--- config.mk ---
export PLATFORM = sky130hd
export DESIGN_NAME = nmea_sentence_framer
export DESIGN_NICKNAME = d
export VERILOG_FILES = /design/src/hw/rtl/nmea_sf_pkg.sv /design/src/hw/rtl/nmea_sentence_framer.sv /design/src/hw/rtl/nmea_sf_cfg.sv /design/src/hw/rtl/nmea_sf_core.sv
export VERILOG_INCLUDE_DIRS = /design/src /design/src/hw/rtl
export SDC_FILE = /design/constraint.sdc
export NUM_CORES = 1
export LEC_CHECK = 0
export ABC_AREA = 1
export BUFFER_PORTS_ARGS = -buffer_cell sky130_fd_sc_hd__clkbuf_2
export CAP_MARGIN = 25
export CORE_AREA = 5 5 101 103
export CTS_CLUSTER_DIAMETER = 200
export DETAILED_ROUTE_END_ITERATION = 10
export DIE_AREA = 0 0 106 108
export MAX_ROUTING_LAYER = met4
export PLACE_DENSITY = 0.84
export SETUP_SLACK_MARGIN = 0.05
export SLEW_MARGIN = 20
export SYNTH_ARGS = -nofsm -noshare
export SYNTH_HDL_FRONTEND = slang
export SYNTH_SLANG_ARGS = --single-unit
--- constraint.sdc ---
create_clock -name i_clk -period 4.9 [get_ports i_clk]
set_clock_uncertainty 0.15 [all_clocks]
set_input_delay 0.98 -clock i_clk [delete_from_list [all_inputs] [get_ports i_clk]]
set_output_delay 0.98 -clock i_clk [all_outputs]
set_load 0.02 [all_outputs]
--- src/hw/rtl/assert_macros.svh ---
// assertion macros used by the framer rtl
`ifndef ASSERT_MACROS_SVH
`define ASSERT_MACROS_SVH

// property must hold at every rising clock edge outside reset
`define NSF_ASSERT(lbl, clk, rstn, prop) \
    lbl: assert property (@(posedge clk) disable iff (!rstn) prop) \
        else $error("%m: assertion failed");

// expression must never be true outside reset
`define NSF_NEVER(lbl, clk, rstn, expr) \
    lbl: assert property (@(posedge clk) disable iff (!rstn) !(expr)) \
        else $error("%m: forbidden condition seen");

`endif

--- src/hw/rtl/nmea_sf_pkg.sv ---
// types, constants and lookup functions of the nmea sentence framer
package nmea_sf_pkg;

    localparam int BYTE_W  = 8;
    localparam int TYPE_W  = 3;
    localparam int FIELD_W = 6;
    localparam int MASK_W  = 6;
    localparam int PADDR_W = 3;
    localparam int PDATA_W = 32;
    localparam int OUT_W   = 40;

    // special characters
    localparam logic [BYTE_W-1:0] CH_DOLLAR = 8'h24;
    localparam logic [BYTE_W-1:0] CH_COMMA  = 8'h2C;
    localparam logic [BYTE_W-1:0] CH_STAR   = 8'h2A;
    localparam logic [BYTE_W-1:0] CH_CR     = 8'h0D;

    // sentence type codes
    localparam logic [TYPE_W-1:0] TYPE_UNKNOWN = 3'd0;
    localparam logic [TYPE_W-1:0] TYPE_GGA     = 3'd1;
    localparam logic [TYPE_W-1:0] TYPE_GSA     = 3'd2;
    localparam logic [TYPE_W-1:0] TYPE_GSV     = 3'd3;
    localparam logic [TYPE_W-1:0] TYPE_RMC     = 3'd4;
    localparam logic [TYPE_W-1:0] TYPE_GLL     = 3'd5;
    localparam logic [TYPE_W-1:0] TYPE_VTG     = 3'd6;

    localparam logic [FIELD_W-1:0] FIELD_MAX = 6'd63;

    // register selects (paddr bit 2)
    localparam logic REG_ENABLED_MASK = 1'b0;
    localparam logic REG_CHECK_ENABLE = 1'b1;

    localparam logic [MASK_W-1:0] ENABLED_MASK_RST = 6'h3F;

    typedef struct packed {
        logic [MASK_W-1:0] enabled_mask;
        logic              check_enable;
    } t_cfg;

    typedef struct packed {
        logic [TYPE_W-1:0]  sentence_type;
        logic               checksum_ok;
        logic [BYTE_W-1:0]  computed_checksum;
        logic [BYTE_W-1:0]  received_checksum;
        logic [FIELD_W-1:0] field_count;
        logic [MASK_W-1:0]  seen_mask;
        logic               all_seen;
    } t_result;

    // three-letter sentence id lookup
    function automatic logic [TYPE_W-1:0] match_type(input logic [23:0] tri_chars);
        logic [TYPE_W-1:0] code;
        case (tri_chars)
            24'h474741: code = TYPE_GGA;
            24'h475341: code = TYPE_GSA;
            24'h475356: code = TYPE_GSV;
            24'h524D43: code = TYPE_RMC;
            24'h474C4C: code = TYPE_GLL;
            24'h565447: code = TYPE_VTG;
            default:    code = TYPE_UNKNOWN;
        endcase
        return code;
    endfunction

    // ascii hex digit: bit 4 flags a valid digit, low nibble is its value
    function automatic logic [4:0] hex_digit(input logic [BYTE_W-1:0] b);
        logic [4:0] r;
        if (b >= 8'h30 && b <= 8'h39) begin
            r = {1'b1, 4'(b - 8'h30)};
        end else if (b >= 8'h41 && b <= 8'h46) begin
            r = {1'b1, 4'(b - 8'h37)};
        end else if (b >= 8'h61 && b <= 8'h66) begin
            r = {1'b1, 4'(b - 8'h57)};
        end else begin
            r = 5'd0;
        end
        return r;
    endfunction

endpackage

--- src/hw/rtl/nmea_sentence_framer.sv ---
// top level of the nmea sentence framer: input register, parser, result register
//
//  channel   dir  beat moves                 handshake
//  s         in   one received character     i_s_tvalid / o_s_tready
//  m         out  one sentence result        o_m_tvalid / i_m_tready
//  apb       in   register write / read      psel, penable, pwrite, pready
//
// one character per cycle sustained while no closing byte waits; a byte is
// registered in the input register, is parsed against the sentence state,
// and a carriage return lands its result in the output register
// the parse state update is one compare, xor and counter step per byte
// a byte that closes a sentence waits in the input register only while the
// output register holds an untaken result; all other bytes never stall
// i_rst_n is synchronous, active low; no clearing pass is needed
`include "assert_macros.svh"

module nmea_sentence_framer (
    input  logic                             i_clk,
    input  logic                             i_rst_n,
    // slave stream
    input  logic                             i_s_tvalid,
    output logic                             o_s_tready,
    input  logic [7:0]                       i_s_tdata,   // [7:0] rx_byte
    // master stream
    output logic                             o_m_tvalid,
    input  logic                             i_m_tready,
    // [2:0] sentence_type, [3] checksum_ok, [11:4] computed_checksum,
    // [19:12] received_checksum, [25:20] field_count, [31:26] seen_mask,
    // [32] all_seen, [39:33] zero
    output logic [nmea_sf_pkg::OUT_W-1:0]    o_m_tdata,
    // apb configuration
    input  logic                             psel,
    input  logic                             penable,
    input  logic                             pwrite,
    input  logic [nmea_sf_pkg::PADDR_W-1:0]  paddr,
    input  logic [nmea_sf_pkg::PDATA_W-1:0]  pwdata,
    output logic [nmea_sf_pkg::PDATA_W-1:0]  prdata,
    output logic                             pready
);
    import nmea_sf_pkg::*;

    t_cfg              cfg;
    t_result           res;
    logic              emit;
    logic              out_free;
    logic              advance;

    // input register
    logic              r_in_valid;
    logic [BYTE_W-1:0] r_in_byte;

    // result register
    logic              r_out_valid;
    t_result           r_out;

    nmea_sf_cfg u_cfg (
        .i_clk   (i_clk),
        .i_rst_n (i_rst_n),
        .psel    (psel),
        .penable (penable),
        .pwrite  (pwrite),
        .paddr   (paddr),
        .pwdata  (pwdata),
        .prdata  (prdata),
        .pready  (pready),
        .o_cfg   (cfg)
    );

    nmea_sf_core u_core (
        .i_clk     (i_clk),
        .i_rst_n   (i_rst_n),
        .i_advance (advance),
        .i_byte    (r_in_byte),
        .i_cfg     (cfg),
        .o_emit    (emit),
        .o_res     (res)
    );

    // output slot is free when empty or drained this cycle
    assign out_free = !r_out_valid || i_m_tready;
    // held byte moves on unless it closes a sentence and the slot is busy
    assign advance  = r_in_valid && (!(emit) || out_free);
    assign o_s_tready = !r_in_valid || advance;

    always_ff @(posedge i_clk) begin
        if (!i_rst_n) begin
            r_in_valid <= 1'b0;
        end else if (o_s_tready) begin
            r_in_valid <= i_s_tvalid;
        end
    end

    always_ff @(posedge i_clk) begin
        if (o_s_tready && i_s_tvalid) begin
            r_in_byte <= i_s_tdata;
        end
    end

    always_ff @(posedge i_clk) begin
        if (!i_rst_n) begin
            r_out_valid <= 1'b0;
        end else if (advance && emit) begin
            r_out_valid <= 1'b1;
        end else if (i_m_tready) begin
            r_out_valid <= 1'b0;
        end
    end

    always_ff @(posedge i_clk) begin
        if (advance && emit) begin
            r_out <= res;
        end
    end

    assign o_m_tvalid = r_out_valid;
    assign o_m_tdata  = {
        {(OUT_W-33){1'b0}},
        r_out.all_seen,
        r_out.seen_mask,
        r_out.field_count,
        r_out.received_checksum,
        r_out.computed_checksum,
        r_out.checksum_ok,
        r_out.sentence_type
    };

    // a result never overwrites one that is still waiting
    `NSF_NEVER(a_no_overwrite, i_clk, i_rst_n, advance && emit && r_out_valid && !i_m_tready)
    // a checksum match means both sums agree
    `NSF_ASSERT(a_sum_ok, i_clk, i_rst_n,
        (r_out_valid && r_out.checksum_ok) |->
            (r_out.computed_checksum == r_out.received_checksum))
    // all_seen only when the reported mask covers every enabled type
    `NSF_ASSERT(a_all_seen, i_clk, i_rst_n,
        (advance && emit && res.all_seen) |=>
            ((r_out.seen_mask & $past(cfg.enabled_mask)) == $past(cfg.enabled_mask)))

endmodule

--- src/hw/rtl/nmea_sf_cfg.sv ---
// apb register file: enabled type mask and checksum check enable
module nmea_sf_cfg (
    input  logic                             i_clk,
    input  logic                             i_rst_n,
    input  logic                             psel,
    input  logic                             penable,
    input  logic                             pwrite,
    input  logic [nmea_sf_pkg::PADDR_W-1:0]  paddr,
    input  logic [nmea_sf_pkg::PDATA_W-1:0]  pwdata,
    output logic [nmea_sf_pkg::PDATA_W-1:0]  prdata,
    output logic                             pready,
    output nmea_sf_pkg::t_cfg                o_cfg
);
    import nmea_sf_pkg::*;

    logic [MASK_W-1:0] r_enabled_mask;
    logic              r_check_enable;
    logic              wr_en;

    assign pready = 1'b1;
    assign wr_en  = psel & penable & pwrite & pready;

    always_ff @(posedge i_clk) begin
        if (!i_rst_n) begin
            r_enabled_mask <= ENABLED_MASK_RST;
            r_check_enable <= 1'b1;
        end else if (wr_en) begin
            unique case (paddr[2])
                REG_ENABLED_MASK: r_enabled_mask <= pwdata[MASK_W-1:0];
                REG_CHECK_ENABLE: r_check_enable <= pwdata[0];
                default: ;
            endcase
        end
    end

    always_comb begin
        unique case (paddr[2])
            REG_ENABLED_MASK: prdata = {{(PDATA_W-MASK_W){1'b0}}, r_enabled_mask};
            REG_CHECK_ENABLE: prdata = {{(PDATA_W-1){1'b0}}, r_check_enable};
            default:          prdata = '0;
        endcase
    end

    assign o_cfg.enabled_mask = r_enabled_mask;
    assign o_cfg.check_enable = r_check_enable;

endmodule

--- src/hw/rtl/nmea_sf_core.sv ---
// sentence parser: checksum, field count, type detection and seen mask
module nmea_sf_core (
    input  logic                            i_clk,
    input  logic                            i_rst_n,
    input  logic                            i_advance,
    input  logic [nmea_sf_pkg::BYTE_W-1:0]  i_byte,
    input  nmea_sf_pkg::t_cfg               i_cfg,
    output logic                            o_emit,
    output nmea_sf_pkg::t_result            o_res
);
    import nmea_sf_pkg::*;

    logic               r_started,    n_started;
    logic [BYTE_W-1:0]  r_chk,        n_chk;
    logic               r_after_star, n_after_star;
    logic [FIELD_W-1:0] r_field,      n_field;
    logic [15:0]        r_id_window,  n_id_window;
    logic [TYPE_W-1:0]  r_type,       n_type;
    logic [BYTE_W-1:0]  r_hex,        n_hex;
    logic               r_hex_active, n_hex_active;
    logic [MASK_W-1:0]  r_seen,       n_seen;

    logic [23:0]        tri_chars;
    logic [TYPE_W-1:0]  win_code;
    logic [4:0]         hex_d;
    logic [BYTE_W-1:0]  rx_sum;
    logic               sum_ok;
    logic               accept;
    logic [MASK_W-1:0]  type_bit;
    logic [MASK_W-1:0]  seen_set;
    logic               all_hit;

    assign tri_chars = {r_id_window, i_byte};
    assign win_code  = match_type(tri_chars);
    assign hex_d     = hex_digit(i_byte);
    assign rx_sum    = r_after_star ? r_hex : '0;
    assign sum_ok    = r_after_star && (rx_sum == r_chk);
    assign accept    = !i_cfg.check_enable || sum_ok;

    always_comb begin
        for (int i = 0; i < MASK_W; i++) begin
            type_bit[i] = (r_type == TYPE_W'(i + 1));
        end
    end

    assign seen_set = r_seen | type_bit;
    assign all_hit  = accept && ((seen_set & i_cfg.enabled_mask) == i_cfg.enabled_mask);

    assign o_emit = r_started && (i_byte == CH_CR);

    assign o_res.sentence_type     = r_type;
    assign o_res.checksum_ok       = sum_ok;
    assign o_res.computed_checksum = r_chk;
    assign o_res.received_checksum = rx_sum;
    assign o_res.field_count       = r_field;
    assign o_res.seen_mask         = accept ? seen_set : r_seen;
    assign o_res.all_seen          = all_hit;

    always_comb begin
        n_started    = r_started;
        n_chk        = r_chk;
        n_after_star = r_after_star;
        n_field      = r_field;
        n_id_window  = r_id_window;
        n_type       = r_type;
        n_hex        = r_hex;
        n_hex_active = r_hex_active;
        n_seen       = r_seen;
        if (i_byte == CH_DOLLAR) begin
            n_started    = 1'b1;
            n_chk        = '0;
            n_after_star = 1'b0;
            n_field      = '0;
            n_id_window  = '0;
            n_type       = TYPE_UNKNOWN;
            n_hex        = '0;
            n_hex_active = 1'b1;
        end else if (!r_started) begin
            // outside a sentence: ignored
        end else if (i_byte == CH_COMMA || i_byte == CH_STAR) begin
            if (!r_after_star && i_byte == CH_COMMA) begin
                n_chk = r_chk ^ i_byte;
            end
            if (r_after_star || i_byte == CH_STAR) begin
                n_after_star = 1'b1;
                n_hex        = '0;
                n_hex_active = 1'b1;
            end
            if (r_field != FIELD_MAX) begin
                n_field = r_field + 1'b1;
            end
        end else if (i_byte == CH_CR) begin
            n_started = 1'b0;
            if (all_hit) begin
                n_seen = '0;
            end else if (accept) begin
                n_seen = seen_set;
            end
        end else if (!r_after_star) begin
            n_chk = r_chk ^ i_byte;
            if (r_field == '0) begin
                if (win_code > r_type) begin
                    n_type = win_code;
                end
                n_id_window = tri_chars[15:0];
            end
        end else if (r_hex_active) begin
            if (!hex_d[4]) begin
                n_hex_active = 1'b0;
            end else begin
                n_hex = {r_hex[3:0], hex_d[3:0]};
            end
        end
    end

    always_ff @(posedge i_clk) begin
        if (!i_rst_n) begin
            r_started    <= 1'b0;
            r_chk        <= '0;
            r_after_star <= 1'b0;
            r_field      <= '0;
            r_id_window  <= '0;
            r_type       <= TYPE_UNKNOWN;
            r_hex        <= '0;
            r_hex_active <= 1'b1;
            r_seen       <= '0;
        end else if (i_advance) begin
            r_started    <= n_started;
            r_chk        <= n_chk;
            r_after_star <= n_after_star;
            r_field      <= n_field;
            r_id_window  <= n_id_window;
            r_type       <= n_type;
            r_hex        <= n_hex;
            r_hex_active <= n_hex_active;
            r_seen       <= n_seen;
        end
    end

endmodule
==> results.tsv, run 1 <==
metric	value	unit
p_leak	2.56	nW
final_area	5620	sq um
setup_ws	1700	ps
path_clk_slew	90	ps
die_h	108	um
critPathBufInv	3	
critical_path_arrival	2070	ps
track_usage	20.6	%
hold_ws	344	ps
ios	125	
clk_path_buf_depth	2	
fmax	312	MHz
multi_input_area	2210	sq um
dp_hpwl	8440	um
fillCellCount	804	
grt_pass1_vias	4059	
cts_sinks	100	
dp_worst_setup_slack	1920	ps
synth_cell_types	34	
ys_seq_elements	100	
cts_tree	built	
fin_crit	3200	ps
syn_area	5190	sq um
setup_viol	0	
die_w	106	um
max_cap_viol_count	0	
crit_slowest_cell	edfxtp_1	
io_buffers	62	
seq_power_share	59.6	%
async_flop_share	0	%
drv_slew	0	
yosys-top-cells-area	edfxtp_1, dfxtp_1, nand2_1	
gp_congestion	0.939	
grt_busiest_layer	met2	
cts_setup_buffers	0	
grtUsageMet1	24.3	%
antenna_found_initial	0	
drtIter0Drc	403	
num_vias	4447	
final_antenna_net_count	0	
min_path_cells	2	
firstDrtPassIters	5	
grt_pass1_wl	18800	um
reg2reg_slack	2000	ps
timing_worst_slew_pin_value	818	ps
status	finished clean	
swShare	26.4	%
power_frac_clock	33.2	%
grt_max_degree	38	
grtUsageMet2	36.7	%
p_per_area	263	nW/um^2
via_per_inst	5.24	
slew-limit-headroom	45.4	%
clock_latency	360	ps
synth_edf_count	41	
area_delta_synth_final	8.30	%
cp_max_fo	6	
synth_top_cell_by_area	edfxtp_1	
syn_inst	675	
synth_top_cell_area_share	23.7	%
postCtsHoldBufs	0	
final_core_util	61.7	%
wl_per_cell	13.3	um
post-route-period-util	65.4	%
placementRows	35	
hold_class	register to register	
required	3770	ps
vdd_ir_drop_max	0.123	mV
tns	0	ps
drcViolationCount	0	
reg2reg_depth	11	
antennaDiodeCount	0	
path_cells	inv_1 > ha_1 > nand2_1 > nor2_2 > nand4_1 > inv_1 > nand2_1 > clkbuf_2	
cts_buffers	9	
coreArea	9110	sq um
timing.rr.start	r_in_byte[1]	
cts-root-buf	clkbuf_8	
ff_latch_area	2410	sq um
p_int	1.09	mW
yosysSeqAreaShare	46.5	%
hp-start	u_core.r_id_window[14]	
critical_path_class	register to primary output	
start_kind	register	
yosysWarnings	0	
grt-ovfl-total	0	
routed_wl	11300	um
finalNetCount	792	
netSwitchingPower	0.390	mW
start_util	57.0	%
hold_path_end	u_core.r_id_window[14]	
h-tree-depth	3	
cp-end-kind	primary output	
p_comb_share	7.1	%
cts.repair.resized	0	
critical-path-top-delay-family	simple AND/OR/NAND/NOR gates	
cpPeakStageDelay	460	ps
hold_viol	0	
place_area	5440	sq um
dieArea	11400	sq um
syn_avg_cell_area	7.69	sq um
r2r-end	u_core.r_seen[3]	
synth_ff_type	dfxtp_1	
grtUsageMet3	2.87	%
rsz0062_at_grt	no	
drive_above_1_share	14.1	%
flip-flops by register name (all words and copies together), names as in the netlist, 3 cells and up:
name,count
o_m_tdata,33
u_core.r_id_window,16
u_core.r_type,3
u_core.r_chk,8
u_core.r_hex,8
r_in_byte,8
u_core.r_field,6
u_core.r_seen,6
u_cfg.r_enabled_mask,6
stage by stage:
stage | power [mW] | instances
global route | 1.54 | 848
global placement | 1.00 | 832
floorplan | 0.997 | 707
finish | 1.48 | 848
detailed placement | 1.00 | 832
CTS | 1.49 | 848
worst min-delay path: stages, from the launching register on:
cell	delay (ps)
dfxtp_1	340
nor2_1	50
nor2_1	80
area by class of cell:
cell class / instances / share of cell area, %
Clock inverter: 7 / 1.07
Sequential cell: 100 / 42.9
Multi-Input combinational cell: 465 / 39.4
Clock buffer: 9 / 2.20
Tap cell: 111 / 2.47
Inverter: 93 / 6.30
Timing Repair Buffer: 63 / 5.66
routing by layer:
layer | wire [um] | vias up
met5 | 0 | -
met4 | 102 | 0
met3 | 709 | 10
met2 | 5810 | 171
met1 | 4670 | 2047
li1 | - | 2219
cells in the mapped netlist (8+ instances only):
cell type and number:
nand2_1 128, nor2_1 110, inv_1 84, dfxtp_1 59, nand3_1 58, edfxtp_1 41, buf_4 34, o21ai_0 32
a21oi_1 30, nand4_1 16, ha_1 10, nor3_1 10, clkbuf_1 8
power groups by stage:
stage | Combinational, mW | Sequential, mW | Clock [mW]
after detailed placement | 0.103 | 0.901 | 0
after global placement | 0.101 | 0.900 | 0
after CTS | 0.104 | 0.882 | 0.502
after global routing | 0.118 | 0.883 | 0.542
after floorplan | 0.101 | 0.896 | 0
final | 0.105 | 0.882 | 0.491
layout by cell type (no fill, tap or decap), types with 2 or more instances in the layout:
cell	count
inv_1	84
inv_2	6
nor3_1	10
o21a_1	5
clkinv_4	4
conb_1	34
clkbuf_2	62
nand3_1	58
a21oi_1	30
o21ai_0	32
nand3b_1	2
nor2_1	110
o21ai_1	3
nor2_2	2
clkbuf_8	9
nand3_2	3
ha_1	10
nand2_2	3
nand2_4	4
and3_1	3
xor2_1	4
edfxtp_1	41
inv_4	2
nand4_1	16
nor2_4	4
dfxtp_1	59
nand2_1	128
worst max-delay path by stage:
stage | startpoint | end | cells after the start
2_1_floorplan | i_m_tready | u_core.r_seen[3] | 8
3_3_place_gp | i_m_tready | u_core.r_seen[3] | 10
3_5_place_dp | i_m_tready | u_core.r_seen[3] | 10
4_1_cts | r_in_byte[1] | o_s_tready | 8
5_1_grt | r_in_byte[1] | o_s_tready | 8
6_report | r_in_byte[1] | o_s_tready | 8
logic make-up (layout without fill, tap and decap cells):
group | after synthesis | in the layout | synth area share (%)
other | 2 | 34 | 0.145
AND/OR/NAND/NOR | 344 | 344 | 29.7
AO/OA/AOI/OAI | 72 | 72 | 7.26
flip-flops | 100 | 100 | 46.5
XOR/XNOR | 5 | 5 | 0.844
buffers and inverters | 142 | 172 | 13.2
adder cells (fa/ha/maj) | 10 | 10 | 2.41
Note: power is estimated with default switching activity, not from simulation.
==> run 2, diff against run 1 <==
--- a/config.mk
+++ b/config.mk
@@ -6,15 +6,15 @@
 export SDC_FILE = /design/constraint.sdc
 export NUM_CORES = 1
 export LEC_CHECK = 0
-export ABC_AREA = 1
+export ABC_AREA = 0
 export BUFFER_PORTS_ARGS = -buffer_cell sky130_fd_sc_hd__clkbuf_2
 export CAP_MARGIN = 25
-export CORE_AREA = 5 5 101 103
+export CORE_AREA = 5 5 102 104
 export CTS_CLUSTER_DIAMETER = 200
 export DETAILED_ROUTE_END_ITERATION = 10
-export DIE_AREA = 0 0 106 108
+export DIE_AREA = 0 0 107 109
 export MAX_ROUTING_LAYER = met4
-export PLACE_DENSITY = 0.84
+export PLACE_DENSITY = 0.79
 export SETUP_SLACK_MARGIN = 0.05
 export SLEW_MARGIN = 20
 export SYNTH_ARGS = -nofsm -noshare
==> constraint.sdc (replaced) <==
create_clock -name i_clk -period 3 [get_ports i_clk]
set_clock_uncertainty 0.15 [all_clocks]
set_input_delay 0.6 -clock i_clk [delete_from_list [all_inputs] [get_ports i_clk]]
set_output_delay 0.6 -clock i_clk [all_outputs]
set_load 0.02 [all_outputs]
==> results.tsv, run 2 <==
metric	value	unit	change
drive_above_1_share	28.1	%	+14 points
rsz0062_at_grt	yes		
final_cells	716		-16%
p_per_area	413	nW/um^2	+57%
track_usage	18.9	%	-1.7 points
antennaDiodeCount	0		unchanged
drcViolationCount	0		unchanged
grt_pass1_vias	3652		-10%
gp_congestion	0.911		-3.1%
layout_common_cells	clkbuf_2, dfxtp_1, buf_4		
grt_pass1_wl	17100	um	-8.7%
required	3070	ps	-700 ps
layout_commonest_cell	clkbuf_2		
yosysSeqAreaShare	49.6	%	+3.1 points
dp_hpwl	7720	um	-8.5%
grt_max_degree	30		-21%
routed_wl	10900	um	-3.4%
yosys-top-cells-count	dfxtp_1, nand2_1, edfxtp_1		
syn_avg_cell_area	9.85	sq um	+28%
h-tree-depth	3		unchanged
syn_area	4870	sq um	-6.2%
synth_top_cell_by_area	edfxtp_1		
vdd_ir_drop_max	0.278	mV	+130%
syn_inst	494		-27%
final_antenna_net_count	0		unchanged
via_per_inst	5.45		+3.9%
die_h	109	um	+0.93%
dp.cells	691		-17%
largest_reg_flops	33		unchanged
ff_latch_area	2410	sq um	about the same
synth_most_common_cell	dfxtp_1		
drv_slew	0		unchanged
io_buffers	62		unchanged
multi_input_area	2350	sq um	+6.1%
finalNetCount	657		-17%
final_core_util	61.9	%	+0.16 points
coreArea	9460	sq um	+3.8%
cts_buffers	9		unchanged
timing_worst_slew_pin_value	910	ps	+92.0 ps
slew-limit-headroom	39.3	%	-6.1 points
hold_ws	253	ps	-90.4 ps
fmax	340	MHz	
hold_class	primary input to register		
yosysWarnings	0		unchanged
critical_path_class	register to register		
firstDrtPassIters	5		unchanged
dieArea	11700	sq um	+1.9%
cp-end-kind	register		
synth_edf_count	41		unchanged
yosys-top-cells-area	edfxtp_1, dfxtp_1, buf_4		
status	finished clean		
cts_sinks	100		unchanged
area_delta_synth_final	20.2	%	
fillCellCount	771		-4.1%
antenna_found_initial	0		unchanged
start_util	51.4	%	-5.5 points
cts-root-buf	clkbuf_8		
tns	0	ps	unchanged
synth_ff_type	dfxtp_1		
path_clk_slew	100	ps	about the same
wl_per_cell	15.2	um	+14%
cts_tree	built		
critical_path_arrival	3010	ps	+940 ps
post-route-period-util	98.1	%	
synth_top_cell_area_share	25.3	%	+1.6 points
clk_path_buf_depth	2		unchanged
ys_seq_elements	100		unchanged
placementRows	36		+2.9%
cp_max_fo	3		-3
async_flop_share	0	%	unchanged
synth_cell_types	62		+82%
clock_latency	370	ps	about the same
setup_viol	0		unchanged
die_w	107	um	+0.94%
start_kind	register		
drtIter0Drc	293		-27%
num_vias	3900		-12%
ios	125		unchanged
fin_crit	2940	ps	
grt-ovfl-total	0		unchanged
p_leak	2.23	nW	-13%
hold_viol	0		unchanged
max_cap_viol_count	0		unchanged
==> run 2: cell count changes after synthesis, moves of 11 or more <==
| cell | delta |
|---|---|
| inv_1 | -65 |
| nor2_1 | -81 |
| nand2_1 | -82 |
| nand4_1 | -11 |
| nor3b_1 | +11 |
| nand3_1 | -37 |
| o21ai_0 | -17 |
==> run 2: final timing paths <==
kind                            depth (start not counted)               endpoint                  start  slack [ps]
worst max-delay path                                   11       u_core.r_type[2]           r_in_byte[3]          60
worst min-delay path                                    1           r_in_byte[4]           i_s_tdata[4]         250
worst max register to register                         11       u_core.r_type[2]           r_in_byte[3]          60
worst min register to register                          2  u_core.r_id_window[9]  u_core.r_id_window[9]         320
==> run 2: through the flow <==
step	power, mW	instance area, sq um	worst slack (ps)
2_1_floorplan	1.62	5020	-76.3
3_3_place_gp	1.65	5450	-21.1
3_5_place_dp	1.65	5450	-50.7
4_1_cts	2.41	5670	57.8
5_1_grt	2.52	5850	-93.8
6_report	2.41	5850	55.9
==> run 2: layout make-up <==
class | count | area share, %
multi-input combinational | 354 | 40.1
clock inverter | 6 | 0.813
timing repair buffer | 113 | 12.0
tap | 114 | 2.44
clock buffer | 10 | 2.18
sequential | 100 | 41.3
inverter | 19 | 1.22
==> run 2: cells by family after synthesis <==
family,after synthesis,synth area share [%]
multiplexers,11,2.29
XOR/XNOR,12,2.16
AND/OR/NAND/NOR,179,20.0
buffers and inverters,72,8.51
AO/OA/AOI/OAI,108,14.8
other,2,0.154
flip-flops,100,49.6
adder cells (fa/ha/maj),10,2.57
==> run 2: per-layer routing <==
layer	track usage, %	up-vias	wire length [um]
li1	-	1918	-
met1	22.9	1838	4660
met2	31.7	131	5490
met3	4.62	13	636
met4	5.39	0	119
met5	-	-	0
==> run 2: timing repair <==
item / in CTS / in global routing
buffers inserted: 1 / 8
gates resized for setup: 8 / 28
hold endpoints to repair: 0 / 0
setup endpoints to repair: 4 / 29
hold buffers: 0 / 0
pin swaps: 1 / 17
==> run 2: where the power goes <==
| part | switching, mW | internal (mW) | total [mW] | leakage (nW) |
|---|---|---|---|---|
| Sequential | 0.0107 | 1.42 | 1.43 | 0.805 |
| Combinational | 0.134 | 0.0732 | 0.207 | 1.33 |
| Clock | 0.469 | 0.309 | 0.779 | 0.0872 |
| Total | 0.614 | 1.80 | 2.41 | 2.23 |
==> run 2: critical path: stages, from the launching register on <==
cell and delay [ps]:
edfxtp_1 440, nor3b_2 270, nand3b_1 190, a2111oi_4 410, buf_4 180, or2_4 120
ha_4 190, nand3_2 70, nand4_1 190, o31a_1 380, o21ai_1 140, a21oi_1 70
